`config.mk`:
```
export PLATFORM = sky130hd
export DESIGN_NAME = xml_character_lexer_fsm
export DESIGN_NICKNAME = d
export VERILOG_FILES = /design/src/hw/rtl/xcl_pkg.sv /design/src/hw/rtl/xml_character_lexer_fsm.sv /design/src/hw/rtl/xcl_classify.sv /design/src/hw/rtl/xcl_next_state.sv
export VERILOG_INCLUDE_DIRS = /design/src /design/src/hw/rtl
export SDC_FILE = /design/constraint.sdc
export NUM_CORES = 1
export LEC_CHECK = 0
export ABC_CLOCK_PERIOD_IN_PS = 8050
export BUFFER_PORTS_ARGS = -buffer_cell sky130_fd_sc_hd__buf_2
export CORE_UTILIZATION = 50
export CTS_CLUSTER_SIZE = 20
export DETAILED_ROUTE_END_ITERATION = 10
export GPL_TIMING_DRIVEN = 0
export PLACE_DENSITY = 0.69
export SLEW_MARGIN = 40
export SYNTH_ARGS = -nofsm -noshare
export SYNTH_HDL_FRONTEND = slang
export SYNTH_SLANG_ARGS = --single-unit
```
`constraint.sdc`:
```
create_clock -name i_clk -period 8.05 [get_ports i_clk]
set_clock_uncertainty 0.2 [all_clocks]
set_input_delay 1.2075 -clock i_clk [delete_from_list [all_inputs] [get_ports i_clk]]
set_output_delay 1.2075 -clock i_clk [all_outputs]
set_load 0.03 [all_outputs]
```
`src/hw/rtl/xml_character_lexer_fsm_defines.svh`:
```
// Assertion macros for the XML character lexer.
`ifndef XML_CHARACTER_LEXER_FSM_DEFINES_SVH
`define XML_CHARACTER_LEXER_FSM_DEFINES_SVH

// Antecedent true in a cycle implies consequent true in the following cycle.
`define XCL_ASSERT_NEXT(lbl, ante, cons, msg) \
    lbl: assert property (@(posedge i_clk) disable iff (!i_rst_n) \
        (ante) |=> (cons)) else $error(msg);

// Condition holds at every clock edge outside reset.
`define XCL_ASSERT_ALWAYS(lbl, cond, msg) \
    lbl: assert property (@(posedge i_clk) disable iff (!i_rst_n) \
        (cond)) else $error(msg);

`endif

```
`src/hw/rtl/xcl_pkg.sv`:
```
`timescale 1ns / 1ps

package xcl_pkg;

    typedef enum logic [4:0] {
        ST_START          = 5'd0,
        ST_ELEM           = 5'd1,
        ST_ELEM_EMPTY     = 5'd2,
        ST_ELEM_END       = 5'd3,
        ST_CLOSE          = 5'd4,
        ST_CLOSE_NAME     = 5'd5,
        ST_CLOSE_SPACE    = 5'd6,
        ST_ELEM_NAME      = 5'd7,
        ST_ELEM_SPACE     = 5'd8,
        ST_ATTR_NAME      = 5'd9,
        ST_ATTR_EXPECT    = 5'd10,
        ST_ATTR_ASSIGN    = 5'd11,
        ST_SQ_START       = 5'd12,
        ST_SQ             = 5'd13,
        ST_SQ_ENT_START   = 5'd14,
        ST_SQ_ENT         = 5'd15,
        ST_SQ_END         = 5'd16,
        ST_DQ_START       = 5'd17,
        ST_DQ             = 5'd18,
        ST_DQ_ENT_START   = 5'd19,
        ST_DQ_ENT         = 5'd20,
        ST_DQ_END         = 5'd21,
        ST_TEXT           = 5'd22,
        ST_TEXT_ENT_START = 5'd23,
        ST_TEXT_ENT       = 5'd24,
        ST_BAD            = 5'd25,
        ST_DONE           = 5'd26
    } t_lex_state;

    typedef enum logic [4:0] {
        CL_END,
        CL_NSTART,
        CL_NAME,
        CL_SPACE,
        CL_TEXT,
        CL_LT,
        CL_GT,
        CL_APOS,
        CL_QUOT,
        CL_AMP,
        CL_HASH,
        CL_EQ,
        CL_SEMI,
        CL_BANG,
        CL_DASH,
        CL_PCT,
        CL_SLASH,
        CL_QMARK
    } t_char_class;

    localparam int CODE_W = 21;

endpackage

```
`src/hw/rtl/xml_character_lexer_fsm.sv`:
```
// XML character lexer.
// Input channel (i_valid / o_ready) takes one request per character: a 21-bit
// code point and an end marker (end marker set, or code point zero, ends input).
// Output channel (o_valid / i_ready) returns one result per request: the new
// lexer state, an error flag (unexpected character) and a done flag (end of
// document). Both states are sticky until reset.
// The input register takes an accepted request, then the result register, which
// also holds the lexer state, loads the result and raises o_valid.
// Throughput: one request per cycle while the receiver does not stall; the class
// decode and next-state table sit between the two registers and close the state loop.
// Reset (synchronous, active low) empties both registers and returns the
// lexer to the start state.
// When the receiver stalls, the result holds and one more request can wait in
// the input register; o_ready drops once both are full.
`timescale 1ns / 1ps
`include "xml_character_lexer_fsm_defines.svh"

module xml_character_lexer_fsm (
    input  logic        i_clk,
    input  logic        i_rst_n,
    input  logic        i_valid,
    output logic        o_ready,
    input  logic [20:0] i_code_point,
    input  logic        i_end_marker,
    output logic        o_valid,
    input  logic        i_ready,
    output logic [4:0]  o_lexer_state,
    output logic        o_error_flag,
    output logic        o_done_flag
);
    import xcl_pkg::*;

    logic              r_in_valid;
    logic [CODE_W-1:0] r_code;
    logic              r_end;
    logic              r_out_valid;
    t_lex_state        r_state;
    logic              r_error;
    logic              r_done;

    t_char_class       w_class;
    t_lex_state        n_state;
    logic              w_adv;

    // advance the input request whenever the result slot is free or being taken
    assign w_adv   = r_in_valid && (!r_out_valid || i_ready);
    assign o_ready = !r_in_valid || !r_out_valid || i_ready;

    xcl_classify u_classify (
        .i_code_point (r_code),
        .i_end_marker (r_end),
        .o_class      (w_class)
    );

    xcl_next_state u_next_state (
        .i_state (r_state),
        .i_class (w_class),
        .o_state (n_state)
    );

    always_ff @(posedge i_clk) begin
        if (!i_rst_n) begin
            r_in_valid <= 1'b0;
        end else if (o_ready) begin
            r_in_valid <= i_valid;
        end
    end

    always_ff @(posedge i_clk) begin
        if (o_ready && i_valid) begin
            r_code <= i_code_point;
            r_end  <= i_end_marker;
        end
    end

    always_ff @(posedge i_clk) begin
        if (!i_rst_n) begin
            r_out_valid <= 1'b0;
            r_state     <= ST_START;
            r_error     <= 1'b0;
            r_done      <= 1'b0;
        end else begin
            if (w_adv) begin
                r_out_valid <= 1'b1;
                r_state     <= n_state;
                r_error     <= (n_state == ST_BAD);
                r_done      <= (n_state == ST_DONE);
            end else if (i_ready) begin
                r_out_valid <= 1'b0;
            end
        end
    end

    assign o_valid       = r_out_valid;
    assign o_lexer_state = r_state;
    assign o_error_flag  = r_error;
    assign o_done_flag   = r_done;

    `XCL_ASSERT_NEXT(a_bad_sticky, r_state == ST_BAD, r_state == ST_BAD, "unexpected state left")
    `XCL_ASSERT_NEXT(a_done_sticky, r_state == ST_DONE, r_state == ST_DONE, "done state left")
    `XCL_ASSERT_NEXT(a_state_hold, !w_adv, $stable(r_state), "state moved without a request")
    `XCL_ASSERT_ALWAYS(a_flags_match,
        (r_error == (r_state == ST_BAD)) && (r_done == (r_state == ST_DONE)),
        "flags disagree with state")

endmodule

```
`src/hw/rtl/xcl_classify.sv`:
```
`timescale 1ns / 1ps

module xcl_classify (
    input  logic [20:0]          i_code_point,
    input  logic                 i_end_marker,
    output xcl_pkg::t_char_class o_class
);
    import xcl_pkg::*;

    logic [CODE_W-1:0] w_c;
    logic              w_nstart;
    logic              w_name;
    logic              w_space;

    assign w_c = i_code_point;

    function automatic logic in_rng(input logic [CODE_W-1:0] c,
                                    input logic [CODE_W-1:0] lo,
                                    input logic [CODE_W-1:0] hi);
        return (c >= lo) && (c <= hi);
    endfunction

    assign w_nstart = (w_c == 21'h3A) || (w_c == 21'h5F)
        || in_rng(w_c, 21'h41, 21'h5A) || in_rng(w_c, 21'h61, 21'h7A)
        || in_rng(w_c, 21'hC0, 21'hD6) || in_rng(w_c, 21'hD8, 21'hF6)
        || in_rng(w_c, 21'hF8, 21'h2FF) || in_rng(w_c, 21'h370, 21'h37D)
        || in_rng(w_c, 21'h37F, 21'h1FFF) || in_rng(w_c, 21'h200C, 21'h200D)
        || in_rng(w_c, 21'h2070, 21'h218F) || in_rng(w_c, 21'h2C00, 21'h2FEF)
        || in_rng(w_c, 21'h3001, 21'hD7FF) || in_rng(w_c, 21'hF900, 21'hFDCF)
        || in_rng(w_c, 21'hFDF0, 21'hFFFD) || in_rng(w_c, 21'h10000, 21'hEFFFF);

    assign w_name = (w_c == 21'h2E) || in_rng(w_c, 21'h30, 21'h39)
        || (w_c == 21'hB7) || in_rng(w_c, 21'h300, 21'h36F)
        || in_rng(w_c, 21'h203F, 21'h2040);

    assign w_space = (w_c == 21'h20) || (w_c == 21'h09)
        || (w_c == 21'h0D) || (w_c == 21'h0A);

    always_comb begin
        if (i_end_marker) begin
            o_class = CL_END;
        end else begin
            case (w_c)
                21'h3C:  o_class = CL_LT;
                21'h3E:  o_class = CL_GT;
                21'h27:  o_class = CL_APOS;
                21'h22:  o_class = CL_QUOT;
                21'h26:  o_class = CL_AMP;
                21'h23:  o_class = CL_HASH;
                21'h3D:  o_class = CL_EQ;
                21'h3B:  o_class = CL_SEMI;
                21'h21:  o_class = CL_BANG;
                21'h2D:  o_class = CL_DASH;
                21'h25:  o_class = CL_PCT;
                21'h2F:  o_class = CL_SLASH;
                21'h3F:  o_class = CL_QMARK;
                default: begin
                    if (w_nstart) begin
                        o_class = CL_NSTART;
                    end else if (w_name) begin
                        o_class = CL_NAME;
                    end else if (w_space) begin
                        o_class = CL_SPACE;
                    end else if (w_c == '0) begin
                        o_class = CL_END;
                    end else begin
                        o_class = CL_TEXT;
                    end
                end
            endcase
        end
    end

endmodule

```
`src/hw/rtl/xcl_next_state.sv`:
```
`timescale 1ns / 1ps

module xcl_next_state (
    input  xcl_pkg::t_lex_state  i_state,
    input  xcl_pkg::t_char_class i_class,
    output xcl_pkg::t_lex_state  o_state
);
    import xcl_pkg::*;

    function automatic t_lex_state ent_first(input t_char_class k, input t_lex_state nxt);
        return (k == CL_NSTART || k == CL_HASH) ? nxt : ST_BAD;
    endfunction

    function automatic t_lex_state ent_more(input t_char_class k, input t_lex_state self,
                                            input t_lex_state back);
        t_lex_state r;
        if (k == CL_NSTART || k == CL_NAME) begin
            r = self;
        end else if (k == CL_SEMI) begin
            r = back;
        end else begin
            r = ST_BAD;
        end
        return r;
    endfunction

    function automatic t_lex_state quoted(input t_char_class k, input t_char_class q,
                                          input t_lex_state self, input t_lex_state endst,
                                          input t_lex_state ent);
        t_lex_state r;
        if (k == CL_LT || k == CL_END) begin
            r = ST_BAD;
        end else if (k == q) begin
            r = endst;
        end else if (k == CL_AMP || k == CL_PCT) begin
            r = ent;
        end else begin
            r = self;
        end
        return r;
    endfunction

    function automatic t_lex_state after_value(input t_char_class k);
        t_lex_state r;
        if (k == CL_GT) begin
            r = ST_ELEM_END;
        end else if (k == CL_SPACE) begin
            r = ST_ELEM_SPACE;
        end else if (k == CL_SLASH || k == CL_QMARK) begin
            r = ST_ELEM_EMPTY;
        end else begin
            r = ST_BAD;
        end
        return r;
    endfunction

    always_comb begin
        o_state = ST_BAD;
        case (i_state)
            ST_START: begin
                if (i_class == CL_LT) o_state = ST_ELEM;
                else if (i_class == CL_SPACE) o_state = ST_START;
            end
            ST_ELEM: begin
                if (i_class == CL_BANG || i_class == CL_QMARK || i_class == CL_NSTART)
                    o_state = ST_ELEM_NAME;
                else if (i_class == CL_SLASH) o_state = ST_CLOSE;
            end
            ST_ELEM_EMPTY: begin
                if (i_class == CL_GT) o_state = ST_ELEM_END;
            end
            ST_ELEM_END: begin
                if (i_class == CL_END) o_state = ST_DONE;
                else if (i_class == CL_LT) o_state = ST_ELEM;
                else if (i_class == CL_GT) o_state = ST_BAD;
                else if (i_class == CL_PCT || i_class == CL_AMP) o_state = ST_TEXT_ENT_START;
                else o_state = ST_TEXT;
            end
            ST_CLOSE: begin
                if (i_class == CL_NSTART) o_state = ST_CLOSE_NAME;
            end
            ST_CLOSE_NAME: begin
                if (i_class == CL_NSTART || i_class == CL_NAME) o_state = ST_CLOSE_NAME;
                else if (i_class == CL_SPACE) o_state = ST_CLOSE_SPACE;
                else if (i_class == CL_GT) o_state = ST_ELEM_END;
            end
            ST_CLOSE_SPACE: begin
                if (i_class == CL_SPACE) o_state = ST_CLOSE_SPACE;
                else if (i_class == CL_GT) o_state = ST_ELEM_END;
            end
            ST_ELEM_NAME: begin
                // dash continues an element name only
                if (i_class == CL_NSTART || i_class == CL_NAME || i_class == CL_DASH)
                    o_state = ST_ELEM_NAME;
                else o_state = after_value(i_class);
            end
            ST_ELEM_SPACE: begin
                if (i_class == CL_NSTART) o_state = ST_ATTR_NAME;
                else o_state = after_value(i_class);
            end
            ST_ATTR_NAME: begin
                if (i_class == CL_NSTART || i_class == CL_NAME) o_state = ST_ATTR_NAME;
                else if (i_class == CL_EQ) o_state = ST_ATTR_ASSIGN;
                else if (i_class == CL_SPACE) o_state = ST_ATTR_EXPECT;
            end
            ST_ATTR_EXPECT: begin
                if (i_class == CL_EQ) o_state = ST_ATTR_ASSIGN;
                else if (i_class == CL_SPACE) o_state = ST_ATTR_EXPECT;
            end
            ST_ATTR_ASSIGN: begin
                if (i_class == CL_SPACE) o_state = ST_ATTR_ASSIGN;
                else if (i_class == CL_APOS) o_state = ST_SQ_START;
                else if (i_class == CL_QUOT) o_state = ST_DQ_START;
            end
            ST_SQ_START, ST_SQ: begin
                o_state = quoted(i_class, CL_APOS, ST_SQ, ST_SQ_END, ST_SQ_ENT_START);
            end
            ST_SQ_ENT_START: o_state = ent_first(i_class, ST_SQ_ENT);
            ST_SQ_ENT:       o_state = ent_more(i_class, ST_SQ_ENT, ST_SQ);
            ST_SQ_END, ST_DQ_END: o_state = after_value(i_class);
            ST_DQ_START, ST_DQ: begin
                o_state = quoted(i_class, CL_QUOT, ST_DQ, ST_DQ_END, ST_DQ_ENT_START);
            end
            ST_DQ_ENT_START: o_state = ent_first(i_class, ST_DQ_ENT);
            ST_DQ_ENT:       o_state = ent_more(i_class, ST_DQ_ENT, ST_DQ);
            ST_TEXT: begin
                if (i_class == CL_LT) o_state = ST_ELEM;
                else if (i_class == CL_AMP || i_class == CL_PCT) o_state = ST_TEXT_ENT_START;
                else if (i_class == CL_END) o_state = ST_DONE;
                else if (i_class == CL_GT) o_state = ST_BAD;
                else o_state = ST_TEXT;
            end
            ST_TEXT_ENT_START: o_state = ent_first(i_class, ST_TEXT_ENT);
            ST_TEXT_ENT:       o_state = ent_more(i_class, ST_TEXT_ENT, ST_TEXT);
            ST_BAD:            o_state = ST_BAD;
            ST_DONE:           o_state = ST_DONE;
            default:           o_state = ST_BAD;
        endcase
    end

endmodule

```
==> impl_metrics.json <==
{
  "netlist-cell-type-count": 84,
  "met2_length_um": 5700,
  "grt_pass1_wl_um": 22800,
  "die_area_um2": 8440,
  "fin_nets": 642,
  "final-setup-viol-count": 0,
  "drc": 0,
  "critical_path_required_ns": 8.03,
  "initial_utilization_pct": 52.0,
  "route.antenna.remaining_nets": 0,
  "max-clock-path-buffers": 2,
  "pin_count": 35,
  "synthDominantCellAreaShare_pct": 16.4,
  "post-route-min-period_ns": 5.19,
  "critPathMaxFanout": 10,
  "drt-initial-drc-count": 767,
  "achievable_frequency_mhz": 193,
  "ys_dominant_reg_cell": "sky130_fd_sc_hd__edfxtp_1",
  "yosys_warning_total": 0,
  "areaGrowthSynthToFinish_pct": 10.7,
  "synth.ff_latch_count": 31,
  "outcome": "complete, no violations",
  "grt_setup_unrepaired": "no",
  "antenna_violations_before_repair": 0,
  "clock_sinks": 31,
  "global_route.usage.total_pct": 34.0,
  "dp_cells": 711,
  "synth-edff-count": 22,
  "timing_max_transition_violations_final": 0,
  "synth.cell_area_um2": 4040,
  "cap_viol_max_count": 0,
  "timing_worst_setup_path_type": "reg2reg",
  "number_of_global_route_vias_before_repair": 4376,
  "synth.yosys.seq_area_share_pct": 20.8,
  "met1Wirelength_um": 6300,
  "worst_hold_path_type": "reg2reg",
  "timing.final.hold_violations": 0,
  "syn-num-nets": 601,
  "die_w_um": 91.9,
  "end_kind": "flip-flop",
  "coreArea_um2": 7770,
  "asyncSetResetFlopFracSynth_pct": 0,
  "avgSynthCellArea_um2": 7.02,
  "final_layout_size_suffix_gt1_share_pct": 13.1,
  "clock_tree_root_buffer_cell": "sky130_fd_sc_hd__clkbuf_8",
  "max-slew-margin-rel_pct": 42.4,
  "cts.repair_timing.setup_buffer_count": 0,
  "fp.dieH_um": 91.9,
  "place.port_buffers": 34,
  "pin_count_of_the_biggest_net_entering_global_routing": 23,
  "post_cts_resized": 0,
  "irDropWorstVdd_v": 0.000189,
  "detail_route.wirelength_um": 14300,
  "cts.htree.levels": 2,
  "detailedPlacementHpwl_um": 11400,
  "gp_congestion": 1.03,
  "overflow": 0,
  "via_per_inst": 7.00,
  "met3WireLength_um": 2020,
  "synthTopCellsByArea": "sky130_fd_sc_hd__edfxtp_1, sky130_fd_sc_hd__nor2_1, sky130_fd_sc_hd__nand2_1, sky130_fd_sc_hd__dfxtp_1, sky130_fd_sc_hd__o21ai_0",
  "finalNonFillerCells": 719,
  "cts_made_buffers": 5,
  "top_layer_used": "met4",
  "fin_crit_sh_pct": 64.5,
  "cts.clk_slew.worst_paths_ns": 0.07,
  "timing_worst_slew_pin_value_ns": 0.853,
  "setup_total_negative_slack_ns": 0,
  "cts_tree": "done",
  "leakage_nw": 1.52,
  "vias": 5033,
  "placement_rows": 32,
  "clock_latency_ns": 0.28,
  "netlist_instances": 575,
  "first_pass_iters": 6,
  "power_per_cell_area_nw_per_um2": 112,
  "arrival_ns": 5.17,
  "wl_per_cell_um": 19.9,
  "synth_largest_area_cell": "sky130_fd_sc_hd__edfxtp_1",
  "num_antenna_cells": 0,
  "cp-start-kind": "flip-flop",
  "holdBufCountCts": 0
}
metal layers:
metal  track usage, %  up-vias
met3             7.71       46
met1             52.4     2299
li1                 -     2294
met5                0        -
met4             8.72        0
met2             46.8      394
cells in the mapped netlist, types with 10 or more instances:
cell type                  count
sky130_fd_sc_hd__o21ai_0      33
sky130_fd_sc_hd__nor2_1       67
sky130_fd_sc_hd__and3_1       10
sky130_fd_sc_hd__nand2_1      53
sky130_fd_sc_hd__clkbuf_1     34
sky130_fd_sc_hd__a21oi_1      31
sky130_fd_sc_hd__nand4_1      21
sky130_fd_sc_hd__edfxtp_1     22
sky130_fd_sc_hd__a31oi_1      10
sky130_fd_sc_hd__nand3_1      32
sky130_fd_sc_hd__inv_1        11
sky130_fd_sc_hd__nor4_1       15
sky130_fd_sc_hd__nor3_1       28
sky130_fd_sc_hd__nand2b_1     10
sky130_fd_sc_hd__or4_1        11
sky130_fd_sc_hd__nor2b_1      15
sequential cells by signal, summed over array words and instances (netlist names):
signal and cells:
r_end 1, r_code 21, o_lexer_state 5, o_error_flag 1, r_in_valid 1, o_done_flag 1, o_valid 1
per-stage QoR:
| step | cell area [µm²] | power, W | hold WS, ns | worst slack (ns) | util, % |
|---|---|---|---|---|---|
| floorplan | 4040 | 0.000302 | 0.296 | 3.91 | - |
| global placement | 4340 | 0.000346 | 0.281 | 2.94 | 55.8 |
| detailed placement | 4340 | 0.000347 | 0.284 | 3.03 | 55.9 |
| CTS | 4460 | 0.000498 | 0.318 | 2.99 | 57.4 |
| global route | 4470 | 0.000525 | 0.331 | 2.66 | 57.5 |
| finish | 4470 | 0.000503 | 0.315 | 2.86 | 57.5 |
cell type report:
cell class                      count  area (µm²)
Buffer                             48         214
Clock buffer                        5        68.8
Clock inverter                      3        43.8
Fill cell                         783        3300
Inverter                           11        41.3
Multi-Input combinational cell    485        2960
Sequential cell                    31         841
Tap cell                          102         128
Timing Repair Buffer               34         170
worst max-delay path: stages (launching register included):
cell	delay, ns
sky130_fd_sc_hd__edfxtp_1	0.39
sky130_fd_sc_hd__buf_6	0.15
sky130_fd_sc_hd__or4_1	0.50
sky130_fd_sc_hd__clkbuf_1	0.23
sky130_fd_sc_hd__nor4_4	0.57
sky130_fd_sc_hd__o31ai_1	0.27
sky130_fd_sc_hd__nor2_1	0.30
sky130_fd_sc_hd__nand3b_1	0.28
sky130_fd_sc_hd__nor3_1	0.71
sky130_fd_sc_hd__nand3b_1	0.21
sky130_fd_sc_hd__o2111ai_1	0.12
sky130_fd_sc_hd__a311o_1	0.33
sky130_fd_sc_hd__nor4_2	0.45
sky130_fd_sc_hd__nor4b_2	0.13
sky130_fd_sc_hd__a32o_1	0.23
report_power, final:
part | switching, W | leakage, nW | internal, W
Clock | 0.0000588 | 0.0581 | 0.0000920
Sequential | 0.00000865 | 0.289 | 0.000182
Combinational | 0.000110 | 1.17 | 0.0000519
Total | 0.000177 | 1.52 | 0.000326
cells in the final DEF, fill, tap and decap left out, drive strengths merged, types with 12 or more instances in the layout:
cell / count
a21oi: 32
nor2b: 15
buf: 48
or4: 12
nand2: 53
edfxtp: 22
nor3: 29
nor4: 20
o21ai: 35
nand4: 21
nor2: 69
clkbuf: 39
nand3: 34
final timing paths:
path | startpoint | end | slack (ns) | cells past startpoint
worst min register to register | o_error_flag$_SDFFE_PN0P_ | o_error_flag$_SDFFE_PN0P_ | 0.31 | 1
worst max-delay path | r_code[10]$_DFFE_PP_ | o_done_flag$_SDFFE_PN0P_ | 2.86 | 14
worst max register to register | r_code[10]$_DFFE_PP_ | o_done_flag$_SDFFE_PN0P_ | 2.86 | 14
worst min-delay path | o_error_flag$_SDFFE_PN0P_ | o_error_flag$_SDFFE_PN0P_ | 0.31 | 1
kinds of logic (layout without fill, tap and decap cells):
| logic type | count (synthesis) | in the layout | share of synthesized area (%) |
|---|---|---|---|
| adder cells (fa/ha/maj) | 1 | 1 | 0.248 |
| flip-flops | 31 | 31 | 20.8 |
| AO/OA/AOI/OAI | 150 | 150 | 25.2 |
| XOR/XNOR | 3 | 3 | 0.651 |
| AND/OR/NAND/NOR | 330 | 330 | 46.5 |
| multiplexers | 1 | 1 | 0.279 |
| buffers and inverters | 59 | 101 | 6.32 |
(Power assumes the default switching activity.)
